<file path="src/preemptive_priority_scheduler_macros.svh">
// ----------------------------------------------------------------------------
// Preemptive priority scheduler assertion macros
// Concurrent assertion wrappers that vanish in synthesis builds.
// ----------------------------------------------------------------------------
`ifndef PREEMPTIVE_PRIORITY_SCHEDULER_MACROS_SVH
`define PREEMPTIVE_PRIORITY_SCHEDULER_MACROS_SVH

`ifndef SYNTHESIS
`define PPS_ASSERT(lbl, clk, rst_n, prop, msg) \
  lbl: assert property (@(posedge clk) disable iff (!rst_n) prop) else $error(msg);
`define PPS_ASSERT_ALL(lbl, clk, prop, msg) \
  lbl: assert property (@(posedge clk) prop) else $error(msg);
`else
`define PPS_ASSERT(lbl, clk, rst_n, prop, msg)
`define PPS_ASSERT_ALL(lbl, clk, prop, msg)
`endif

`endif

</file>
<file path="src/pps_pkg.sv">
// ----------------------------------------------------------------------------
// Preemptive priority scheduler package
// Widths, item kinds and the command and status records shared by the block.
// ----------------------------------------------------------------------------
package pps_pkg;

  localparam int MAX_PROCESSES = 16;
  localparam int IDX_W         = 4;
  localparam int CNT_W         = 5;
  localparam int ARR_W         = 16;
  localparam int BURST_W       = 16;
  localparam int PRIO_W        = 8;
  localparam int TIME_W        = 32;

  typedef enum logic [1:0] {
    KIND_LOAD    = 2'd0,
    KIND_TICK    = 2'd1,
    KIND_RESTART = 2'd2
  } kind_e;

  typedef struct packed {
    logic load;
    logic restart;
    logic scan_init;
    logic scan_step;
    logic update;
  } ctrl_cmd_t;

  typedef struct packed {
    logic scan_last;
    logic count_zero;
    logic out_busy;
  } ctrl_sts_t;

endpackage

</file>
<file path="src/pps_in_if.sv">
// ----------------------------------------------------------------------------
// Scheduler input channel
// Valid/ready channel carrying one load, tick or restart item.
// ----------------------------------------------------------------------------
interface pps_in_if;

  logic                          valid;
  logic                          ready;
  logic [1:0]                    kind;
  logic [pps_pkg::IDX_W-1:0]     entry_index;
  logic [pps_pkg::ARR_W-1:0]     arrive_tick;
  logic [pps_pkg::BURST_W-1:0]   service_ticks;
  logic [pps_pkg::PRIO_W-1:0]    priority_req;

  modport source (
    output valid, kind, entry_index, arrive_tick, service_ticks, priority_req,
    input  ready
  );

  modport sink (
    input  valid, kind, entry_index, arrive_tick, service_ticks, priority_req,
    output ready
  );

endinterface

</file>
<file path="src/pps_out_if.sv">
// ----------------------------------------------------------------------------
// Scheduler result channel
// Valid/ready channel carrying the report of one tick.
// ----------------------------------------------------------------------------
interface pps_out_if;

  logic                         valid;
  logic                         ready;
  logic [pps_pkg::TIME_W-1:0]   tick_time;
  logic [pps_pkg::IDX_W-1:0]    ran_index;
  logic                         idle;
  logic                         dispatched;
  logic                         finished;
  logic [pps_pkg::TIME_W-1:0]   first_run;
  logic [pps_pkg::TIME_W-1:0]   finish_tick;
  logic [pps_pkg::TIME_W-1:0]   turnaround;
  logic [pps_pkg::TIME_W-1:0]   wait_ticks;
  logic                         all_done;

  modport source (
    output valid, tick_time, ran_index, idle, dispatched, finished, first_run,
           finish_tick, turnaround, wait_ticks, all_done,
    input  ready
  );

  modport sink (
    input  valid, tick_time, ran_index, idle, dispatched, finished, first_run,
           finish_tick, turnaround, wait_ticks, all_done,
    output ready
  );

endinterface

</file>
<file path="src/pps_ctrl.sv">
// ----------------------------------------------------------------------------
// Scheduler controller
// Sequences item intake, the entry scan of a tick and the result update.
// ----------------------------------------------------------------------------
`include "preemptive_priority_scheduler_macros.svh"

module pps_ctrl (
  input  logic                clk_i,
  input  logic                rst_ni,
  input  logic                in_valid_i,
  input  logic [1:0]          in_kind_i,
  output logic                in_ready_o,
  input  pps_pkg::ctrl_sts_t  sts_i,
  output pps_pkg::ctrl_cmd_t  cmd_o
);
  import pps_pkg::*;

  typedef enum logic [1:0] {
    ST_IDLE,
    ST_SCAN,
    ST_UPDATE
  } state_e;

  state_e state_q, state_d;
  logic   accept;

  assign in_ready_o = (state_q == ST_IDLE);
  assign accept     = in_valid_i && in_ready_o;

  always_comb begin
    state_d = state_q;
    cmd_o   = '0;
    case (state_q)
      ST_IDLE: begin
        if (accept) begin
          case (in_kind_i)
            KIND_LOAD: begin
              cmd_o.load = 1'b1;
            end
            KIND_RESTART: begin
              cmd_o.restart = 1'b1;
            end
            KIND_TICK: begin
              cmd_o.scan_init = 1'b1;
              state_d = sts_i.count_zero ? ST_UPDATE : ST_SCAN;
            end
            default: begin
            end
          endcase
        end
      end
      ST_SCAN: begin
        cmd_o.scan_step = 1'b1;
        if (sts_i.scan_last) begin
          state_d = ST_UPDATE;
        end
      end
      ST_UPDATE: begin
        if (!sts_i.out_busy) begin
          cmd_o.update = 1'b1;
          state_d = ST_IDLE;
        end
      end
      default: begin
        state_d = ST_IDLE;
      end
    endcase
  end

  always_ff @(posedge clk_i or negedge rst_ni) begin
    if (!rst_ni) begin
      state_q <= ST_IDLE;
    end else begin
      state_q <= state_d;
    end
  end

  `PPS_ASSERT_ALL(a_cmd_onehot, clk_i, ($onehot0({cmd_o.load, cmd_o.restart, cmd_o.scan_init, cmd_o.scan_step, cmd_o.update})), "More than one datapath command at once.")
  `PPS_ASSERT(a_tick_leaves_idle, clk_i, rst_ni, (accept && in_kind_i == KIND_TICK) |=> (state_q != ST_IDLE), "A tick transfer did not start a scan.")
  `PPS_ASSERT(a_update_when_free, clk_i, rst_ni, cmd_o.update |-> (state_q == ST_UPDATE && !sts_i.out_busy), "Update issued while the result register is occupied.")

endmodule

</file>
<file path="src/pps_datapath.sv">
// ----------------------------------------------------------------------------
// Scheduler datapath
// Entry table, scan registers, run state and the result register.
// ----------------------------------------------------------------------------
`include "preemptive_priority_scheduler_macros.svh"

module pps_datapath (
  input  logic                          clk_i,
  input  logic                          rst_ni,
  input  pps_pkg::ctrl_cmd_t            cmd_i,
  output pps_pkg::ctrl_sts_t            sts_o,
  input  logic                          cfg_we_i,
  input  logic [pps_pkg::CNT_W-1:0]     cfg_data_i,
  input  logic [pps_pkg::IDX_W-1:0]     entry_index_i,
  input  logic [pps_pkg::ARR_W-1:0]     arrive_tick_i,
  input  logic [pps_pkg::BURST_W-1:0]   service_ticks_i,
  input  logic [pps_pkg::PRIO_W-1:0]    priority_req_i,
  input  logic                          out_ready_i,
  output logic                          out_valid_o,
  output logic [pps_pkg::TIME_W-1:0]    tick_time_o,
  output logic [pps_pkg::IDX_W-1:0]     ran_index_o,
  output logic                          idle_o,
  output logic                          dispatched_o,
  output logic                          finished_o,
  output logic [pps_pkg::TIME_W-1:0]    first_run_o,
  output logic [pps_pkg::TIME_W-1:0]    finish_tick_o,
  output logic [pps_pkg::TIME_W-1:0]    turnaround_o,
  output logic [pps_pkg::TIME_W-1:0]    wait_ticks_o,
  output logic                          all_done_o
);
  import pps_pkg::*;

  logic [ARR_W-1:0]         arrival_q    [MAX_PROCESSES];
  logic [BURST_W-1:0]       burst_q      [MAX_PROCESSES];
  logic [PRIO_W-1:0]        prio_q       [MAX_PROCESSES];
  logic [BURST_W-1:0]       remaining_q  [MAX_PROCESSES];
  logic [TIME_W-1:0]        start_tick_q [MAX_PROCESSES];
  logic [MAX_PROCESSES-1:0] fresh_q;
  logic [MAX_PROCESSES-1:0] started_q;
  logic [MAX_PROCESSES-1:0] done_q;

  logic [CNT_W-1:0]  pc_q;
  logic [TIME_W-1:0] clock_q;
  logic              last_valid_q;
  logic [IDX_W-1:0]  last_q;

  logic [IDX_W-1:0]  idx_q;
  logic              found_q;
  logic [IDX_W-1:0]  best_q;
  logic [PRIO_W-1:0] best_prio_q;
  logic [TIME_W-1:0] best_turn_q;

  logic              out_valid_q;
  logic [TIME_W-1:0] out_tick_q;
  logic [IDX_W-1:0]  out_ran_q;
  logic              out_idle_q;
  logic              out_disp_q;
  logic              out_fin_q;
  logic [TIME_W-1:0] out_start_q;
  logic [TIME_W-1:0] out_comp_q;
  logic [TIME_W-1:0] out_turn_q;
  logic [TIME_W-1:0] out_wait_q;
  logic              out_all_q;

  logic [CNT_W-1:0]         count;
  logic                     eligible;
  logic                     take;
  logic [BURST_W-1:0]       rem_eff;
  logic                     finishing;
  logic                     dispatch;
  logic [TIME_W-1:0]        clock_inc;
  logic [MAX_PROCESSES-1:0] best_onehot;
  logic [MAX_PROCESSES-1:0] done_next;
  logic [MAX_PROCESSES-1:0] use_mask;
  logic                     all_done_c;

  assign count = (pc_q > CNT_W'(MAX_PROCESSES)) ? CNT_W'(MAX_PROCESSES) : pc_q;

  assign sts_o.scan_last  = ({1'b0, idx_q} == (count - CNT_W'(1)));
  assign sts_o.count_zero = (count == '0);
  assign sts_o.out_busy   = out_valid_q && !out_ready_i;

  assign eligible = !done_q[idx_q] && ({{(TIME_W-ARR_W){1'b0}}, arrival_q[idx_q]} <= clock_q);
  assign take     = eligible && (!found_q || (prio_q[idx_q] > best_prio_q));

  assign rem_eff     = fresh_q[best_q] ? burst_q[best_q] : remaining_q[best_q];
  assign finishing   = found_q && (rem_eff <= BURST_W'(1));
  assign dispatch    = found_q && (!last_valid_q || (last_q != best_q));
  assign clock_inc   = clock_q + TIME_W'(1);
  assign best_onehot = MAX_PROCESSES'(1) << best_q;
  assign done_next   = finishing ? (done_q | best_onehot) : done_q;

  always_comb begin
    for (int i = 0; i < MAX_PROCESSES; i++) begin
      use_mask[i] = (CNT_W'(i) < count);
    end
  end

  assign all_done_c = &(done_next | ~use_mask);

  always_ff @(posedge clk_i or negedge rst_ni) begin
    if (!rst_ni) begin
      pc_q         <= '0;
      clock_q      <= '0;
      last_valid_q <= 1'b0;
      fresh_q      <= '0;
      started_q    <= '0;
      done_q       <= '0;
      found_q      <= 1'b0;
      out_valid_q  <= 1'b0;
    end else begin
      if (cfg_we_i) begin
        pc_q <= cfg_data_i;
      end
      if (cmd_i.load) begin
        fresh_q[entry_index_i]   <= 1'b1;
        started_q[entry_index_i] <= 1'b0;
        done_q[entry_index_i]    <= 1'b0;
      end
      if (cmd_i.restart) begin
        fresh_q      <= '1;
        started_q    <= '0;
        done_q       <= '0;
        clock_q      <= '0;
        last_valid_q <= 1'b0;
      end
      if (cmd_i.scan_init) begin
        found_q <= 1'b0;
      end else if (cmd_i.scan_step && take) begin
        found_q <= 1'b1;
      end
      if (cmd_i.update) begin
        clock_q <= clock_inc;
        done_q  <= done_next;
        if (found_q) begin
          started_q[best_q] <= 1'b1;
          fresh_q[best_q]   <= 1'b0;
          if (finishing) begin
            last_valid_q <= 1'b0;
          end else if (dispatch) begin
            last_valid_q <= 1'b1;
          end
        end
      end
      if (cmd_i.update) begin
        out_valid_q <= 1'b1;
      end else if (out_ready_i) begin
        out_valid_q <= 1'b0;
      end
    end
  end

  always_ff @(posedge clk_i) begin
    if (cmd_i.load) begin
      arrival_q[entry_index_i] <= arrive_tick_i;
      burst_q[entry_index_i]   <= service_ticks_i;
      prio_q[entry_index_i]    <= priority_req_i;
    end
    if (cmd_i.scan_init) begin
      idx_q <= '0;
    end else if (cmd_i.scan_step) begin
      idx_q <= idx_q + IDX_W'(1);
      if (take) begin
        best_q      <= idx_q;
        best_prio_q <= prio_q[idx_q];
        best_turn_q <= clock_inc - {{(TIME_W-ARR_W){1'b0}}, arrival_q[idx_q]};
      end
    end
    if (cmd_i.update) begin
      if (found_q) begin
        if (!started_q[best_q]) begin
          start_tick_q[best_q] <= clock_q;
        end
        remaining_q[best_q] <= finishing ? '0 : (rem_eff - BURST_W'(1));
        if (dispatch) begin
          last_q <= best_q;
        end
      end
      out_tick_q  <= clock_q;
      out_ran_q   <= found_q ? best_q : '0;
      out_idle_q  <= !found_q;
      out_disp_q  <= dispatch;
      out_fin_q   <= finishing;
      out_start_q <= finishing ? (started_q[best_q] ? start_tick_q[best_q] : clock_q) : '0;
      out_comp_q  <= finishing ? clock_inc : '0;
      out_turn_q  <= finishing ? best_turn_q : '0;
      out_wait_q  <= finishing ?
                     (best_turn_q - {{(TIME_W-BURST_W){1'b0}}, burst_q[best_q]}) : '0;
      out_all_q   <= all_done_c;
    end
  end

  assign out_valid_o   = out_valid_q;
  assign tick_time_o   = out_tick_q;
  assign ran_index_o   = out_ran_q;
  assign idle_o        = out_idle_q;
  assign dispatched_o  = out_disp_q;
  assign finished_o    = out_fin_q;
  assign first_run_o   = out_start_q;
  assign finish_tick_o = out_comp_q;
  assign turnaround_o  = out_turn_q;
  assign wait_ticks_o  = out_wait_q;
  assign all_done_o    = out_all_q;

  `PPS_ASSERT(a_result_from_update, clk_i, rst_ni, $rose(out_valid_q) |-> $past(cmd_i.update), "Result appeared without an update.")
  `PPS_ASSERT(a_finish_marks_done, clk_i, rst_ni, (cmd_i.update && finishing) |=> done_q[$past(best_q)], "A finished entry was not marked done.")
  `PPS_ASSERT(a_idle_keeps_last, clk_i, rst_ni, (cmd_i.update && !found_q) |=> $stable(last_valid_q), "An idle tick changed the running entry record.")

endmodule

</file>
<file path="src/preemptive_priority_scheduler.sv">
// ----------------------------------------------------------------------------
// Preemptive priority scheduler
// Process table with a per-tick highest-priority selection and timing report.
// ----------------------------------------------------------------------------
// Load and restart items are taken in the idle state and produce no result.
// A tick item is taken, then the priority scan reads the first count table
// entries, a single entry per cycle, where count is process_count limited
// to the table size of 16, and then the entry is updated and the result
// register written. The next item is taken while a result still waits in
// that register; a later tick holds in its update state until the register
// is free.

module preemptive_priority_scheduler (
  input  logic                       clk_i,
  input  logic                       rst_ni,
  input  logic                       cfg_we_i,
  input  logic [pps_pkg::CNT_W-1:0]  cfg_data_i,
  pps_in_if.sink                     in_i,
  pps_out_if.source                  out_o
);
  import pps_pkg::*;

  ctrl_cmd_t cmd;
  ctrl_sts_t sts;

  pps_ctrl u_ctrl (
    .clk_i      (clk_i),
    .rst_ni     (rst_ni),
    .in_valid_i (in_i.valid),
    .in_kind_i  (in_i.kind),
    .in_ready_o (in_i.ready),
    .sts_i      (sts),
    .cmd_o      (cmd)
  );

  pps_datapath u_datapath (
    .clk_i           (clk_i),
    .rst_ni          (rst_ni),
    .cmd_i           (cmd),
    .sts_o           (sts),
    .cfg_we_i        (cfg_we_i),
    .cfg_data_i      (cfg_data_i),
    .entry_index_i   (in_i.entry_index),
    .arrive_tick_i   (in_i.arrive_tick),
    .service_ticks_i (in_i.service_ticks),
    .priority_req_i  (in_i.priority_req),
    .out_ready_i     (out_o.ready),
    .out_valid_o     (out_o.valid),
    .tick_time_o     (out_o.tick_time),
    .ran_index_o     (out_o.ran_index),
    .idle_o          (out_o.idle),
    .dispatched_o    (out_o.dispatched),
    .finished_o      (out_o.finished),
    .first_run_o     (out_o.first_run),
    .finish_tick_o   (out_o.finish_tick),
    .turnaround_o    (out_o.turnaround),
    .wait_ticks_o    (out_o.wait_ticks),
    .all_done_o      (out_o.all_done)
  );

endmodule

</file>
<file path="src/flat_wrapper.sv">
// flat-port wrapper written by rule: the top's interface ports become plain ports
module preemptive_priority_scheduler_flat import pps_pkg::*;
  (clk_i, rst_ni, cfg_we_i, cfg_data_i, in_i_valid, in_i_kind, in_i_entry_index, in_i_arrive_tick, in_i_service_ticks, in_i_priority_req, in_i_ready, out_o_valid, out_o_tick_time, out_o_ran_index, out_o_idle, out_o_dispatched, out_o_finished, out_o_first_run, out_o_finish_tick, out_o_turnaround, out_o_wait_ticks, out_o_all_done, out_o_ready);
  pps_in_if in_i_i ();
  pps_out_if out_o_i ();
  input  logic clk_i;
  input  logic rst_ni;
  input  logic cfg_we_i;
  input  logic [pps_pkg::CNT_W-1:0] cfg_data_i;
  input wire logic [$bits(in_i_i.valid)-1:0] in_i_valid;
  input wire logic [$bits(in_i_i.kind)-1:0] in_i_kind;
  input wire logic [$bits(in_i_i.entry_index)-1:0] in_i_entry_index;
  input wire logic [$bits(in_i_i.arrive_tick)-1:0] in_i_arrive_tick;
  input wire logic [$bits(in_i_i.service_ticks)-1:0] in_i_service_ticks;
  input wire logic [$bits(in_i_i.priority_req)-1:0] in_i_priority_req;
  output wire logic [$bits(in_i_i.ready)-1:0] in_i_ready;
  output wire logic [$bits(out_o_i.valid)-1:0] out_o_valid;
  output wire logic [$bits(out_o_i.tick_time)-1:0] out_o_tick_time;
  output wire logic [$bits(out_o_i.ran_index)-1:0] out_o_ran_index;
  output wire logic [$bits(out_o_i.idle)-1:0] out_o_idle;
  output wire logic [$bits(out_o_i.dispatched)-1:0] out_o_dispatched;
  output wire logic [$bits(out_o_i.finished)-1:0] out_o_finished;
  output wire logic [$bits(out_o_i.first_run)-1:0] out_o_first_run;
  output wire logic [$bits(out_o_i.finish_tick)-1:0] out_o_finish_tick;
  output wire logic [$bits(out_o_i.turnaround)-1:0] out_o_turnaround;
  output wire logic [$bits(out_o_i.wait_ticks)-1:0] out_o_wait_ticks;
  output wire logic [$bits(out_o_i.all_done)-1:0] out_o_all_done;
  input wire logic [$bits(out_o_i.ready)-1:0] out_o_ready;
  assign in_i_i.valid = in_i_valid;
  assign in_i_i.kind = in_i_kind;
  assign in_i_i.entry_index = in_i_entry_index;
  assign in_i_i.arrive_tick = in_i_arrive_tick;
  assign in_i_i.service_ticks = in_i_service_ticks;
  assign in_i_i.priority_req = in_i_priority_req;
  assign in_i_ready = in_i_i.ready;
  assign out_o_valid = out_o_i.valid;
  assign out_o_tick_time = out_o_i.tick_time;
  assign out_o_ran_index = out_o_i.ran_index;
  assign out_o_idle = out_o_i.idle;
  assign out_o_dispatched = out_o_i.dispatched;
  assign out_o_finished = out_o_i.finished;
  assign out_o_first_run = out_o_i.first_run;
  assign out_o_finish_tick = out_o_i.finish_tick;
  assign out_o_turnaround = out_o_i.turnaround;
  assign out_o_wait_ticks = out_o_i.wait_ticks;
  assign out_o_all_done = out_o_i.all_done;
  assign out_o_i.ready = out_o_ready;
  preemptive_priority_scheduler u_core (.clk_i(clk_i), .rst_ni(rst_ni), .cfg_we_i(cfg_we_i), .cfg_data_i(cfg_data_i), .in_i(in_i_i), .out_o(out_o_i));
endmodule
</file>
<file path="config.mk">
export PLATFORM = sky130hd
export DESIGN_NAME = preemptive_priority_scheduler_flat
export DESIGN_NICKNAME = d
export VERILOG_FILES = /design/src/pps_pkg.sv /design/src/pps_in_if.sv /design/src/pps_out_if.sv /design/src/pps_ctrl.sv /design/src/pps_datapath.sv /design/src/preemptive_priority_scheduler.sv /design/src/flat_wrapper.sv
export VERILOG_INCLUDE_DIRS = /design/src /design/src/src
export SDC_FILE = /design/constraint.sdc
export NUM_CORES = 2
export LEC_CHECK = 0
export BUFFER_PORTS_ARGS = -buffer_cell sky130_fd_sc_hd__buf_2
export CAP_MARGIN = 20
export CELL_PAD_IN_SITES_DETAIL_PLACEMENT = 0
export CELL_PAD_IN_SITES_GLOBAL_PLACEMENT = 1
export CORE_MARGIN = 10
export CORE_UTILIZATION = 54
export DETAILED_ROUTE_END_ITERATION = 16
export GPL_TIMING_DRIVEN = 0
export MAX_ROUTING_LAYER = met4
export PLACE_DENSITY = 0.85
export SKIP_LAST_GASP = 1
export SLEW_MARGIN = 20
export SYNTH_ARGS = -nofsm -noshare
export SYNTH_HDL_FRONTEND = slang
export SYNTH_SLANG_ARGS = --single-unit
</file>
<file path="constraint.sdc">
create_clock -name clk_i -period 8.85 [get_ports clk_i]
set_input_delay 0.4425 -clock clk_i [delete_from_list [all_inputs] [get_ports clk_i]]
set_output_delay 0.4425 -clock clk_i [all_outputs]
set_load 0.02 [all_outputs]
</file>
==> qor.yml <==
synth:
  yosys.area.top_type: "edfxtp_1"
  synth_edf_count: 1624
  synth_flop_cell: "edfxtp_1"
  mappedNetlistArea_sq_mm: 0.06925
  async_flop_share: 0.05214
  syn_inst: 3632
  synth.avg_cell_area_sq_um: 19.07
  synth_cell_types: 66
  ys_top_cells_by_area: "edfxtp_1 (70%), mux4_2 (14%), dfrtp_1 (3.3%)"
  synth_top_cell_area_share: 0.7042
  ys_seq_area_frac: 0.7402
  synth_seq_cells: 1726
  synth_nets: 3752
  synth_warnings: 0
clock_tree:
  cts-buffers-inserted: 169
  clockBufferDepth: 3
  clock-sinks: 1726
  cts_max_level: 4
  ctsRootBufferMaster: "clkbuf_16"
  cts_tree: "done"
  postCtsSetupRepairBufs: 0
  clock_latency_ns: 0.83
  clkTransAtPathRegs_ns: 0.06
routing:
  drt_first_iter_violations: 5241
  drc_errors: 0
  firstDrtPassIters: 6
  num_vias: 38540
  finalWirelength_microns: 191100
  wire_per_inst_microns: 31.94
  ant_nets: 0
  via_per_inst: 6.440
timing:
  setup_viol: 0
  clock_skew_ns: 0.04399
  period_minus_slack_ns: 7.016
  worst_pin_slew_ns: 1.245
  fin_crit_sh: 0.7928
  slew_violations: 0
  tns_ns: 0
  clock.fmax_ghz: 0.1425
  max_slew_margin: 0.1697
  grt_setup_unrepaired: "no"
  finalHoldViolations: 0
finish:
  final_util: 0.6331
  synthToLayoutAreaGrowth_pct: 16.57
  drive_gt1_frac: 0.2574
  nets: 4293
floorplanning:
  initial_utilization: 0.5431
  die-area_sq_mm: 0.1430
  fp.dieW_microns: 378.1
  num_io_pins: 226
  num_rows: 131
  die_h_microns: 378.1
  core_area_sq_mm: 0.1275
worst_setup_path:
  end_kind: "flip-flop"
  cp.required_ns: 9.51
  critPathKind: "reg -> reg"
  start_kind: "flip-flop"
  rr_worst_depth: 18
  worstReg2RegEnd: "u_core.u_datapath.wait_ticks_o[31]"
  crit_slowest_cell: "o41ai_2"
  reg2reg_slack_ns: 1.83
  critPathTopFamily: "compound AO/OA/AOI/OAI gates"
  arrival_ns: 7.67
  cp_common_cell: "buf_2"
  critPathMaxStageDelay_ns: 0.85
  path_buf_inv: 5
  crit_fanout: 10
  cp.depth: 18
  crit_chain: "clkbuf_1 > buf_2 > buf_1 > buf_8 > buf_2 > mux2_2 > o21ai_0 > ha_1 > nor2b_1 > o21a_1 > o21ai_1 > a31oi_1 > a2111oi_0 > nor3_1 > o41ai_2 > nand2_1 > or4_1 > a21oi_1"
placement:
  dp_hpwl_microns: 126300
  io_buffers: 222
  place.gp.congestion: 0.9389
global_routing:
  antenna_found_initial: 13
  grt_max_degree: 76
  grt_overflow: 0
  grt_pass1_wl_microns: 273500
  grt_use_total: 0.2748
  first_global_vias: 38420
power_and_ir_drop:
  p_leak_nw: 27.06
  power_density_mw_per_mm2: 326.2
  vdd_drop_max_mv: 0.2385
min_path:
  whs_path_depth: 1
  hp-start: "in_i_service_ticks[2]"
  min_path_type: "in -> reg"
  holdPathEnd: "u_core.u_datapath.burst_q[10][2]"
job:
  cap_viol_max_count: 0
outcome:
  outcome: "finished, final reports clean"
[layer usage]
metal  GRT usage  up-vias  routed length [microns]  share of wire
met4      0.1117        0                     8128          0.043
met1      0.3554    19880                    70230           0.37
li1            -    15650                        -              -
met3     0.06542      437                    20720           0.11
met2      0.4223     2579                    92050           0.48
met5           -        -                        0              0
[worst max-delay path by stage]
stage | from | to | slack, ns
6_report | flip-flop | u_core.u_datapath.wait_ticks_o[31] | 1.83
5_1_grt | flip-flop | u_core.u_datapath.wait_ticks_o[31] | 1.46
4_1_cts | flip-flop | u_core.u_datapath.wait_ticks_o[31] | 1.92
3_5_place_dp | flip-flop | u_core.u_datapath.wait_ticks_o[31] | 1.99
3_3_place_gp | u_core.u_ctrl.state_q[0] | u_core.u_datapath.remaining_q[12][3] | -1.60
2_1_floorplan | u_core.u_ctrl.state_q[0] | u_core.u_datapath.remaining_q[12][0] | 1.82
[worst register-to-register path, stage by stage, from the launching register on]
cell and delay, ns:
dfxtp_1 0.31, clkbuf_1 0.35, buf_2 0.43, buf_1 0.50, buf_8 0.25, buf_2 0.32
mux2_2 0.43, o21ai_0 0.78, ha_1 0.38, nor2b_1 0.13, o21a_1 0.18, o21ai_1 0.23
a31oi_1 0.15, a2111oi_0 0.58, nor3_1 0.21, o41ai_2 0.85, nand2_1 0.19, or4_1 0.43
a21oi_1 0.16
[area by class of cell]
class                      count  area [sq um]
sequential                  1726         51260
fill                        8543         46790
multi-input combinational   1612         17120
clock buffer                 204          4403
timing repair buffer         370          3567
tap                         1662          2079
clock inverter               103          1040
buffer                       174         779.5
inverter                     120         455.4
antenna                       13         32.53
[registers in the layout, indices dropped and copies added, names as in the netlist, 128 cells and up, named ones only]
| signal | flops |
|---|---|
| u_core.u_datapath.arrival_q | 256 |
| u_core.u_datapath.burst_q | 256 |
| u_core.u_datapath.prio_q | 128 |
| u_core.u_datapath.remaining_q | 256 |
| u_core.u_datapath.start_tick_q | 512 |
[where the power goes]
part / internal, mW / switching, mW
Sequential: 10.2 / 0.305
Clock: 3.96 / 3.12
Combinational: 3.41 / 5.37
[metrics by stage]
step | hold WS (ns) | power (mW) | setup slack [ns] | cell area [sq um] | cells
after global placement | 0.4129 | 18.94 | -1.601 | 72440 | 5516
after global routing | 0.02892 | 27.33 | 1.461 | 80730 | 5982
after detailed placement | 0.2944 | 19.19 | 1.988 | 74670 | 5608
after CTS | 0.005984 | 26.28 | 1.916 | 80610 | 5965
final | 0.05764 | 26.33 | 1.834 | 80730 | 5984
after floorplan | 0.1469 | 16.29 | 1.816 | 69250 | 3632
[cell usage in the layout (no fill, tap or decap), types with 21 or more instances in the layout]
cell type      synthesis  routed
a21oi_1               77      76
a22oi_1               25      25
and2_1                37      37
buf_1                 41      31
buf_12                 0      22
buf_16                 0      42
buf_2                 22     246
buf_4                  6      21
clkbuf_1              98     124
clkbuf_16              0     171
clkinv_1               0      40
clkinv_2               0      31
dfrtp_1               90      90
dlygate4sd3_1          0      50
edfxtp_1            1624    1624
ha_1                  62      62
inv_1                119     116
mux2i_1               46      46
mux4_2               425     425
nand2_1               89      89
nand3_1               66      66
nand4_1               21      21
nor2_1               303     262
nor2_4                 0      40
nor2b_1               25      25
nor3_1                40      36
o21ai_0               81      81
o22ai_1               28      28
xnor2_1               62      62
xor2_1                34      34
[cells in the mapped netlist, drive strengths merged, types with 9 or more instances]
cell	instances
edfxtp	1624
mux4	425
nor2	304
inv	120
clkbuf	98
dfrtp	90
nand2	89
o21ai	83
a21oi	77
buf	76
nand3	66
ha	62
xnor2	62
mux2i	46
nor3	40
and2	37
xor2	34
o22ai	28
a22oi	25
nor2b	25
nand4	21
nand2b	20
a31oi	15
mux2	15
or3	15
o21a	14
and3	13
dfxtp	12
nor4	12
a21o	10
o31ai	9
[timing repair]
action,in CTS,in global routing
hold buffers,50,0
endpoints found under the hold margin,707,0
gates resized for setup,0,0
[cell families (layout without fill, tap and decap cells)]
family	Yosys count	in the layout	share of synthesized area
multiplexers	486	486	0.1473
XOR/XNOR	96	96	0.01214
flip-flops	1726	1726	0.7402
AND/OR/NAND/NOR	663	663	0.04421
AO/OA/AOI/OAI	303	303	0.02699
other	0	13	0
buffers and inverters	294	971	0.01742
adder cells (fa/ha/maj)	64	64	0.01178
(Power assumes the default switching activity.)
